**config.mk**
```make
export PLATFORM = sky130hd
export DESIGN_NAME = bdfp_sqrt_cell
export DESIGN_NICKNAME = d
export VERILOG_FILES = /design/src/bdfp_sqrt_cell.sv
export SDC_FILE = /design/constraint.sdc
export NUM_CORES = 1
export LEC_CHECK = 0
export BUFFER_PORTS_ARGS = -buffer_cell sky130_fd_sc_hd__buf_2
export CORE_MARGIN = 3
export CORE_UTILIZATION = 40
export DETAILED_ROUTE_END_ITERATION = 6
export PLACE_DENSITY = 0.68
export REMOVE_ABC_BUFFERS = 1
export SLEW_MARGIN = 5
export SYNTH_ARGS = -nofsm -noshare
export SYNTH_HDL_FRONTEND = slang
export SYNTH_SLANG_ARGS = --single-unit
```
**constraint.sdc**
```tcl
create_clock -name clk -period 1.7 [get_ports clk]
set_input_delay 0.085 -clock clk [delete_from_list [all_inputs] [get_ports clk]]
set_output_delay 0.085 -clock clk [all_outputs]
set_load 0.01 [all_outputs]
```
**src/bdfp_sqrt_cell.sv**
```systemverilog
// bdfp_sqrt_cell: one digit of a pipelined integer square root,
// brings down two radicand bits and decides one root bit; no dependencies
module bdfp_sqrt_cell #(
	parameter int RW = 24,
	parameter int SW = 1
) (
	input  logic            clk,
	input  logic            arst_n,
	input  logic            en,
	input  logic            v_in,
	input  logic [2*RW-1:0] rad_in,
	input  logic [RW+1:0]   rem_in,
	input  logic [RW-1:0]   root_in,
	input  logic [SW-1:0]   sb_in,
	output logic            v_q,
	output logic [2*RW-1:0] rad_q,
	output logic [RW+1:0]   rem_q,
	output logic [RW-1:0]   root_q,
	output logic [SW-1:0]   sb_q
);

	logic [RW+3:0] rem_sh;
	logic [RW+3:0] trial;
	logic [RW+3:0] diff;
	logic          ge;

	assign rem_sh = {rem_in, rad_in[2*RW-1 -: 2]};
	assign trial  = {2'b00, root_in, 2'b01};
	assign diff   = rem_sh - trial;
	assign ge     = rem_sh >= trial;

	always_ff @(posedge clk or negedge arst_n) begin
		if (!arst_n) begin
			v_q <= 1'b0;
		end else if (en) begin
			v_q <= v_in;
		end
	end

	always_ff @(posedge clk) begin
		if (en) begin
			rem_q  <= ge ? diff[RW+1:0] : rem_sh[RW+1:0];
			root_q <= {root_in[RW-2:0], ge};
			rad_q  <= {rad_in[2*RW-3:0], 2'b00};
			sb_q   <= sb_in;
		end
	end

endmodule

```
After elaboration in Yosys (flattened, before gate mapping)
Index checks and enable logic that the tools add are counted.
{"block": "totals", "regBits": 98, "latch_bits": 0, "mem_bits_rw": 0, "romBits": 0, "inputBits": 103, "output_inout_bits": 100, "wordCells": 8, "mem_count": 0}
{"block": "classes", "add_sub_neg": 1, "multipliers": 0, "n_div": 0, "order_cmp": 1, "eq_ne": 0, "shift": 0, "muxes": 1, "bitwise_logic": 0, "n_reduce_logical": 0}
{"operator": "$ge 28x26->1", "count": 1}
{"operator": "$mux 26", "count": 1}
{"operator": "$sub 26x26->26", "count": 1}

Longest topological paths before layout
Gate-level depths: netlist (run 1).
{"block": "depth", "word_depth": 2, "mapped_depth": 12, "ltp_nobuf": 10}

Worst setup path before layout (run 1)
No wires, ideal clock.
{"block": "synth_path", "kind": "input-to-reg", "start": "in root_in[17]", "end": "reg rem_q[10], data pin", "setup_time_ps": 260, "t_arrival_ps": 2376, "required_time_ps": 1440, "path_slack_ps": -936, "stages": 11, "path_buffers": 2, "path_cell_list": "inv_1 ha_1 buf_2 nand2_1 or4_1 o31ai_2 a211oi_2 or2_4 inv_4 buf_8 mux2_4"}
{"block": "synth_between", "elab_chain_cells": 2}
{"element": "from (decl)", "line_no": "13", "text": "input logic [RW-1:0] root_in,"}
{"element": "$ge 28x26->1", "line_no": "30", "text": "assign ge = rem_sh >= trial;"}
{"element": "$mux 26", "line_no": "42", "text": "rem_q <= ge ? diff[RW+1:0] : rem_sh[RW+1:0];"}
{"element": "to (signal assigned)", "line_no": "42"}
{"element": "to (decl)", "line_no": "17", "text": "output logic [RW+1:0] rem_q,"}
No other way between the ends.
A chain may end at the register's enable or synchronous reset.

Worst setup path in the final report (run 1)
{"block": "layout_path", "start": "in rem_in[5]", "end": "reg rem_q[11], data pin"}
{"block": "layout_between", "elab_chain_cells": 2, "elab_cells_between_ends": 3, "classes_between": "add/sub: 1; order compare: 1; mux: 1"}
{"element": "from (decl)", "line_no": "12", "text": "input logic [RW+1:0] rem_in,"}
{"element": "$sub 26x26->26 / $ge 28x26->1 (equally long branches)", "line_no": "29, 30"}
{"element": "$mux 26 (*)", "line_no": "42"}
Every way passes the cells marked *; elsewhere a longest branch is shown, timed or not.

==> results of run 1 <==
Yosys cell counts (3+ instances only):
library cell / count
mux2_2: 6
xor2_1: 9
o21ai_0: 15
a21o_1: 13
o21a_1: 3
mux2_4: 16
nor2_1: 19
nand4_1: 4
inv_1: 39
nor3_1: 5
or3_1: 4
nand3_1: 5
o211ai_1: 3
nand2_1: 17
a211oi_1: 3
ha_1: 26
edfxtp_1: 97
xnor2_1: 11
a21oi_1: 24
o21bai_1: 3
mux2i_1: 3
clkbuf_1: 3
per-stage QoR:
step	hold slack, ps	TNS (ps)
floorplan	-211	-23650
global placement	-141	-25830
detailed placement	-139	-27950
CTS	13.4	-12720
global route	29.7	-14170
finish	22.8	-12350
power by group:
| part | leakage [nW] | total, mW | switching (mW) | internal [mW] |
|---|---|---|---|---|
| logic | 2.71 | 2.07 | 0.946 | 1.12 |
| registers | 0.961 | 3.02 | 0.0665 | 2.96 |
| clock network | 0.153 | 2.24 | 0.898 | 1.34 |
layout make-up:
type                            count  area (um^2)
Clock buffer                       12          246
Clock inverter                      4         76.3
Fill cell                         787         3350
Inverter                           40          163
Multi-Input combinational cell    224         2100
Sequential cell                    98         2940
Tap cell                          143          179
Timing Repair Buffer              373         2660
timing repair:
item / CTS / global route
setup buffers: 10 / 5
resized for setup: 68 / 27
hold buffers: 71 / 0
endpoints found under the setup margin: 27 / 27
pin swaps: 19 / 15
hold endpoints to repair: 71 / 0
gates cloned: 1 / 0
cells by family (layout without fill, tap and decap cells):
kind of cell | Yosys count | count (layout) | synth area share, %
compound gates | 85 | 85 | 12.2
fa+ha+maj | 26 | 26 | 6.61
buf+inv | 48 | 429 | 4.35
other cells | 1 | 2 | 0.0762
xor+xnor | 20 | 20 | 3.56
simple gates | 66 | 66 | 6.71
flops | 98 | 98 | 59.7
mux | 25 | 25 | 6.86
worst max path at each step:
stage                end  cells past startpoint  startpoint
2_1_floorplan  rem_q[25]                     10  root_in[7]
3_3_place_gp   rem_q[14]                     12  root_in[5]
3_5_place_dp   rem_q[16]                     12  root_in[5]
4_1_cts        rem_q[16]                     12   rem_in[0]
5_1_grt        rem_q[11]                     12   rem_in[5]
6_report       rem_q[11]                     12   rem_in[5]
registers in the layout (all words and copies together) (netlist names):
register / cells
rad_q: 46
root_q: 24
rem_q: 26
sb_q: 1
v_q: 1
metal layers:
| metal | vias up | global-route usage (%) | part of all wire, % |
|---|---|---|---|
| met1 | 2122 | 24.9 | 40 |
| met5 | - | 0 | 0 |
| met4 | 0 | 9.10 | 2.6 |
| met3 | 34 | 4.16 | 5.7 |
| met2 | 172 | 40.9 | 52 |
| li1 | 2122 | - | - |
==> run_results.csv, run 1 <==
group,metric,value,unit
layout,drive_gt1_share,53.3,%
setup_path,path_buf_inv,4,
min_path,hp-class,"in2reg",
layout,stdcell_area,8370,um^2
detailed_routing,final_antenna_net_count,0,
setup_path,critPathArrivalTime,2380,ps
power_and_ir_drop,ir_drop,0.476,mV
synthesis,synth_edf_count,97,
synthesis,ys_ff_latch,98,
timing,skew,0,ps
timing,setup_viol,27,
floorplan,die_y,117,um
detailed_routing,first_pass_iters,5,
detailed_routing,num_vias,4450,
timing,fin_ws,-582,ps
synthesis,synthFlopType,"edfxtp_1",
timing,fmax,438,MHz
timing,rsz0062_at_grt,"yes",
setup_path,critical_path_class,"in2reg",
synthesis,synth_top_area_share,59.2,%
synthesis,syn-instance-count,369,
setup_path,slowest_delay,430,ps
setup_path,timing.rr.end,"v_q",
layout,num_antenna_cells,0,
detailed_routing,wire_per_inst,17.3,um
detailed_routing,first_iter_violations,251,
global_route,antenna_found_initial,0,
layout,final_cell_mix,"182 x buf_2, 97 x buf_4, 97 x edfxtp_1, 71 x dlygate4sd3_1, 26 x inv_1",
timing,hold_viol_final,0,
synthesis,synthArstFlopShare,1.02,%
global_route,grt_usage,22.1,%
layout,layout_commonest_cell,"buf_2",
power_and_ir_drop,power_density,876,nW/um^2
placement,dp_hpwl,10.4,mm
placement,gp_congestion,0.827,
setup_path,path_cells,"buf_8 -> ha_4 -> nand4_1 -> o22ai_2 -> a2111oi_4 -> o31ai_4 -> a211oi_2 -> or2_4 -> inv_8 -> buf_12 -> buf_12 -> mux2_4",
min_path,hold_path_end,"root_q[21]",
global_route,first_global_vias,4620,
run,max-cap-violations,0,
floorplan,core_area,11700,um^2
outcome,failed_checks,"negative setup slack",
min_path,hold_path_depth,2,
detailed_routing,vias_per_cell,4.98,
layout,final_nets,875,
clock_tree,clock_path_buffers,2,
clock_tree,cts-root-buf,"clkbuf_16",
floorplan,start_util,42.0,%
setup_path,crit_family,"compound AO/OA/AOI/OAI gates",
clock_tree,cts_max_level,3,
setup_path,cpMaxStageDelayCell,"a2111oi_4",
placement,pre_cts_slack,-1130,ps
timing,period_minus_slack,2280,ps
synthesis,synth_top_area_cell,"edfxtp_1",
detailed_routing,drc,0,
synthesis,syn_area_per_cell,13.3,um^2
placement,place_area,6770,um^2
synthesis,ys_top_cells_by_area,"edfxtp_1 59%, ha_1 6.6%, mux2_4 4.9%, inv_1 3.0%, a21oi_1 2.4%",
synthesis,yosysUniqueCellTypes,56,
layout,final_util,71.4,%
clock_tree,cts_tree,"done",
synthesis,syn-cell-area,4920,um^2
detailed_routing,wirelength,15.5,mm
clock_tree,cts_buffers,9,
setup_path,r2r_cells,1,
synthesis,ys_seq_area_share,59.7,%
setup_path,required,1800,ps
floorplan,die_w,117,um
min_path,hp-start,"root_in[20]",
layout,syn_to_final_growth,69.9,%
global_route,overflow,0,
layout,instances_no_fill,894,
power_and_ir_drop,total_power,7.33,mW
setup_path,rr_startpoint,"v_q",
clock_tree,clkSinkCount,98,
setup_path,cp-end-kind,"flop",
setup_path,crit_path_start_kind,"input pin",
floorplan,rows,39,
placement,io_buffers,200,
timing,finalMaxSlewViolations,0,
setup_path,reg2reg_slack,930,ps
floorplan,io_pins,203,
clock_tree,clock_latency,340,ps
placement,placedCellCount,796,
global_route,grt_max_degree,39,
power_and_ir_drop,p_leak,3.82,nW
outcome,outcome,"finished with violations",
timing,period_share,134,%
floorplan,dieArea,13700,um^2
clock_tree,path_clk_slew,70,ps
setup_path,cpMostUsedCell,"buf_12",
synthesis,yosys_warnings,0,
setup_path,crit_path_max_fanout,6,
global_route,grt_pass1_wl,23.2,mm
(Power assumes the default switching activity.)
==> run 2: changes to the inputs <==
- CELL_PAD_IN_SITES_DETAIL_PLACEMENT: unset -> 0
- CELL_PAD_IN_SITES_GLOBAL_PLACEMENT: unset -> 1
- HOLD_SLACK_MARGIN: unset -> 0.08
- PLACE_DENSITY: 0.68 -> unset
- PLACE_DENSITY_LB_ADDON: unset -> 0.1
==> run_results.csv, run 2 (synthesis results as in run 1) <==
group,metric,value,unit
outcome,outcome,"finished with violations",
outcome,failed_checks,"negative setup slack",
placement,io_buffers,200,
detailed_routing,wirelength,14.6,mm
floorplan,dieArea,13700,um^2
layout,final_util,73.1,%
setup_path,cp-end-kind,"flop",
setup_path,r2r_cells,1,
setup_path,critical_path_class,"in2reg",
layout,final_cell_mix,"180 x buf_2, 97 x edfxtp_1, 93 x buf_4, 84 x dlygate4sd3_1, 26 x inv_1",
layout,largest_reg_flops,46,
global_route,grt_pass1_wl,22.0,mm
layout,multi_input_comb_area,2150,um^2
layout,syn_to_final_growth,73.8,%
detailed_routing,drc,0,
setup_path,rr_startpoint,"v_q",
clock_tree,clkSinkCount,98,
detailed_routing,num_vias,4374,
clock_tree,cts_max_level,3,
layout,num_antenna_cells,0,
timing,skew,0,ps
timing,hold_viol_final,0,
detailed_routing,wire_per_inst,16.2,um
floorplan,io_pins,203,
timing,rsz0062_at_grt,"yes",
min_path,hp-start,"rem_in[21]",
timing,finalMaxSlewViolations,0,
detailed_routing,first_pass_iters,4,
detailed_routing,first_iter_violations,166,
min_path,hold_path_depth,3,
clock_tree,clock_path_buffers,2,
setup_path,crit_path_start_kind,"input pin",
clock_tree,cts_tree,"done",
floorplan,die_w,117,um
detailed_routing,final_antenna_net_count,0,
power_and_ir_drop,power_density,837,nW/um^2
timing,fin_ws,-532,ps
global_route,grt_max_degree,44,
power_and_ir_drop,p_leak,3.89,nW
floorplan,core_area,11700,um^2
placement,dp_hpwl,9.78,mm
global_route,first_global_vias,4489,
floorplan,rows,39,
global_route,overflow,0,
floorplan,die_y,117,um
detailed_routing,vias_per_cell,4.83,
global_route,antenna_found_initial,0,
timing,fmax,448,MHz
layout,fillCellCount,833,
clock_tree,cts_buffers,9,
clock_tree,clock_latency,340,ps
setup_path,crit_path_max_fanout,7,
global_route,grt_usage,20.6,%
timing,setup_viol,27,
layout,layout_commonest_cell,"buf_2",
clock_tree,path_clk_slew,80,ps
run,max-cap-violations,0,
layout,largest_register,"rad_q",
layout,final_nets,887,
timing,fin_setup_tns,-12780,ps
power_and_ir_drop,p_int,5.20,mW
clock_tree,cts-root-buf,"clkbuf_16",
timing,period_share,131,%
layout,drive_gt1_share,52.9,%
setup_path,required,1800,ps
timing,period_minus_slack,2230,ps
power_and_ir_drop,switchingPower,1.97,mW
setup_path,reg2reg_slack,960,ps
min_path,hold_path_end,"rem_q[23]",
power_and_ir_drop,combPwrFrac,29.4,%
power_and_ir_drop,swShare,27.5,%
layout,top_regs,"rad_q: 46 flops, rem_q: 26 flops, root_q: 24 flops",
floorplan,start_util,42.0,%
setup_path,critPathArrivalTime,2330,ps
min_path,hp-class,"in2reg",
setup_path,timing.rr.end,"v_q",
power_and_ir_drop,p_seq_share,42.1,%
power_and_ir_drop,pwr-share-clk,28.4,%
placement,gp_congestion,0.873,
layout,seq_area,2940,um^2
power_and_ir_drop,ir_drop,0.452,mV
==> run 2: cell count changes in the layout (fill, tap and decap cells not counted), moves of 3 or more <==
cell,previous run,this run
dlygate4sd3_1,71,84
buf_4,97,93
buf_6,16,19
mux2_2,5,2
mux2_4,17,20
==> run 2: critical path, stage by stage <==
cell      delay (ps)
buf_6             90
inv_4             30
ha_4             270
nand2_4           50
or4_4            560
o31ai_4          290
a211oi_2         120
or2_4            290
inv_8            100
buf_12           140
mux2_4           300
==> run 2: layout make-up <==
class,instances,area share (%)
sequential,98,34.3
timing repair buffer,385,33.0
multi-input combinational,224,25.1
clock buffer,10,2.79
tap,143,2.09
inverter,40,1.96
clock inverter,6,0.716
==> run 2: metal layers <==
layer / vias up / track usage (%) / part of all wire (%)
met5: - / 0 / 0
met4: 0 / 7.26 / 2.0
met3: 21 / 3.70 / 6.7
met2: 161 / 35.9 / 50
met1: 2034 / 25.7 / 41
li1: 2158 / - / -
==> run 2: metrics by stage <==
stage                     power, mW  hold slack [ps]  area (um^2)  setup WS, ps  instances
after global placement         4.74             -139         6790          -989        796
after global routing           7.50             94.6         8560          -578        906
after floorplan                3.92             -211         4870          -997        362
after detailed placement       4.75             -139         6790         -1040        796
final                          7.16             98.8         8560          -532        906
after CTS                      7.08             84.5         8250          -542        902
==> run 2: power groups by stage <==
stage / clock network [mW] / logic [mW] / registers, mW
detailed placement: 0 / 1.69 / 3.06
finish: 2.04 / 2.11 / 3.02
floorplan: 0 / 0.701 / 3.21
global route: 2.16 / 2.29 / 3.04
global placement: 0 / 1.67 / 3.06
CTS: 2.08 / 1.99 / 3.01
==> run 2: how the worst max path moves through the flow <==
stage                 from   endpoint  slack [ps]
6_report       root_in[13]  rem_q[19]        -530
5_1_grt        root_in[13]  rem_q[24]        -580
4_1_cts         root_in[0]  rem_q[19]        -540
3_5_place_dp    root_in[5]  rem_q[25]       -1040
3_3_place_gp    root_in[5]  rem_q[25]        -990
2_1_floorplan   root_in[7]  rem_q[25]       -1000
==> run 2: timing repair <==
item,CTS,global route
buffers inserted,9,2
hold buffers,80,4
setup endpoints to repair,27,27
resized for setup,42,71
gates cloned,1,0
hold endpoints to repair,82,4
pin swaps,17,27
==> run 3: changes to the inputs <==
- BUFFER_PORTS_ARGS: -buffer_cell sky130_fd_sc_hd__buf_2 -> unset
- DONT_BUFFER_PORTS: unset -> 1
- REMOVE_ABC_BUFFERS: 1 -> unset
==> run_results.csv, run 3 (synthesis results as in run 1) <==
group,metric,value,unit
outcome,outcome,"finished with violations",
outcome,failed_checks,"negative hold slack, negative setup slack",
detailed_routing,first_pass_iters,4,
placement,gp_congestion,0.870,
layout,top_regs,"rad_q: 46 flops, rem_q: 26 flops, root_q: 24 flops",
setup_path,crit_path_max_fanout,5,
layout,final_cell_mix,"100 x dlygate4sd3_1, 97 x edfxtp_1, 82 x buf_4, 32 x inv_1, 20 x mux2_4",
clock_tree,cts-root-buf,"clkbuf_16",
detailed_routing,first_iter_violations,225,
floorplan,core_area,11700,um^2
global_route,grt_usage,18.5,%
clock_tree,cts_hold_buf,100,
setup_path,path_depth,10,
setup_path,path_buf_inv,3,
power_and_ir_drop,ir_drop,0.443,mV
clock_tree,cts_buffers,9,
layout,fillCellCount,910,
power_and_ir_drop,p_leak,3.06,nW
clock_tree,clock_latency,340,ps
setup_path,path_cells,"inv_4 -> ha_4 -> nand2_4 -> or4_4 -> o31ai_4 -> a211oi_2 -> or2_4 -> inv_8 -> clkbuf_16 -> mux2_4",
floorplan,start_util,42.0,%
placement,place_area,5810,um^2
setup_path,slowest_delay,560,ps
layout,layout_commonest_cell,"dlygate4sd3_1",
setup_path,crit_path_end,"rem_q[12]",
layout,syn_to_final_growth,51.0,%
run,max-cap-violations,0,
timing,finalMaxSlewViolations,0,
floorplan,die_w,117,um
setup_path,cp-end-kind,"flop",
layout,largest_register,"rad_q",
layout,largest_reg_flops,46,
floorplan,rows,39,
layout,instances_no_fill,709,
setup_path,critical_path_class,"in2reg",
layout,drive_gt1_share,32.2,%
placement,dp_hpwl,8.77,mm
setup_path,r2r_cells,2,
setup_path,cpMaxStageDelayCell,"or4_4",
detailed_routing,wire_per_inst,18.5,um
timing,hold_ws,-149,ps
global_route,grt_max_degree,99,
timing,hold_viol_final,97,
setup_path,critPathArrivalTime,2180,ps
clock_tree,cts_tree,"done",
layout,final_nets,690,
clock_tree,clkSinkCount,98,
detailed_routing,drc,0,
layout,num_antenna_cells,0,
placement,placedCellCount,581,
detailed_routing,vias_per_cell,4.97,
timing,setup_viol,27,
global_route,overflow,0,
setup_path,crit_family,"simple AND/OR/NAND/NOR gates",
detailed_routing,num_vias,3526,
setup_path,startpoint,"root_in[13]",
timing,fin_ws,-391,ps
timing,rsz0062_at_grt,"yes",
setup_path,crit_path_start_kind,"input pin",
floorplan,die_y,117,um
min_path,hp-class,"in2reg",
power_and_ir_drop,power_density,896,nW/um^2
setup_path,rr_startpoint,"v_q",
floorplan,dieArea,13700,um^2
clock_tree,cts_max_level,3,
global_route,first_global_vias,3729,
layout,stdcell_area,7430,um^2
placement,io_buffers,0,
clock_tree,clock_path_buffers,2,
power_and_ir_drop,total_power,6.66,mW
detailed_routing,final_antenna_net_count,0,
global_route,antenna_found_initial,0,
clock_tree,path_clk_slew,80,ps
floorplan,io_pins,203,
global_route,grt_pass1_wl,19.1,mm
detailed_routing,wirelength,13.1,mm
timing,skew,0,ps
setup_path,timing.rr.end,"v_q",
timing,period_minus_slack,2090,ps
setup_path,required,1790,ps
timing,fmax,478,MHz
setup_path,reg2reg_slack,340,ps
timing,period_share,123,%
## run 3: what timing repair did
action	in CTS	in global routing
gates cloned	0	1
setup buffers	6	6
gates resized for setup	23	27
pin swaps	7	17
hold endpoints to repair	195	97
endpoints found under the setup margin	27	27
## run 3: worst min-delay path by stage
| stage | start | endpoint | cells after the start |
|---|---|---|---|
| after floorplan | arst_n | v_q | 0 |
| after global placement | arst_n | v_q | 0 |
| after detailed placement | arst_n | v_q | 0 |
| after CTS | en | rem_q[1] | 0 |
| after global routing | en | root_q[1] | 0 |
| final | en | root_q[1] | 0 |
## run 3: stage by stage
stage | setup WS, ps | setup TNS (ps) | utilization [%] | hold WS, ps
after floorplan | -827 | -19290 | - | -211
after global placement | -852 | -19810 | 49.6 | -211
after detailed placement | -858 | -21120 | 49.6 | -211
after CTS | -393 | -8580 | 62.0 | -162
after global routing | -444 | -10370 | 63.5 | -169
final | -391 | -8880 | 63.5 | -149
## run 3: area by class of cell
class / instances / area [um^2] / area share (%)
clock buffers: 9 / 225 / 3.03
clock inverters: 7 / 60.1 / 0.808
inverters: 40 / 180 / 2.42
multi-input cells: 224 / 2130 / 28.6
flip-flops and latches: 98 / 2940 / 39.5
well taps: 143 / 179 / 2.41
repair buffers: 188 / 1720 / 23.2
## run 3: per-layer routing
metal | up-vias | GRT usage (%) | part of all wire (%) | routed length, um
li1 | 1747 | - | - | -
met1 | 1628 | 22.7 | 41 | 5420
met2 | 139 | 30.6 | 49 | 6400
met3 | 12 | 6.02 | 8.7 | 1140
met4 | 0 | 6.27 | 1.1 | 147
met5 | - | 0 | 0 | 0
## run 3: power breakdown
part / internal, mW / leakage (nW) / total, mW / switching [mW]
logic: 0.901 / 1.97 / 1.49 / 0.594
clock network: 1.02 / 0.138 / 1.96 / 0.936
registers: 2.97 / 0.961 / 3.21 / 0.233
total: 4.90 / 3.06 / 6.66 / 1.76
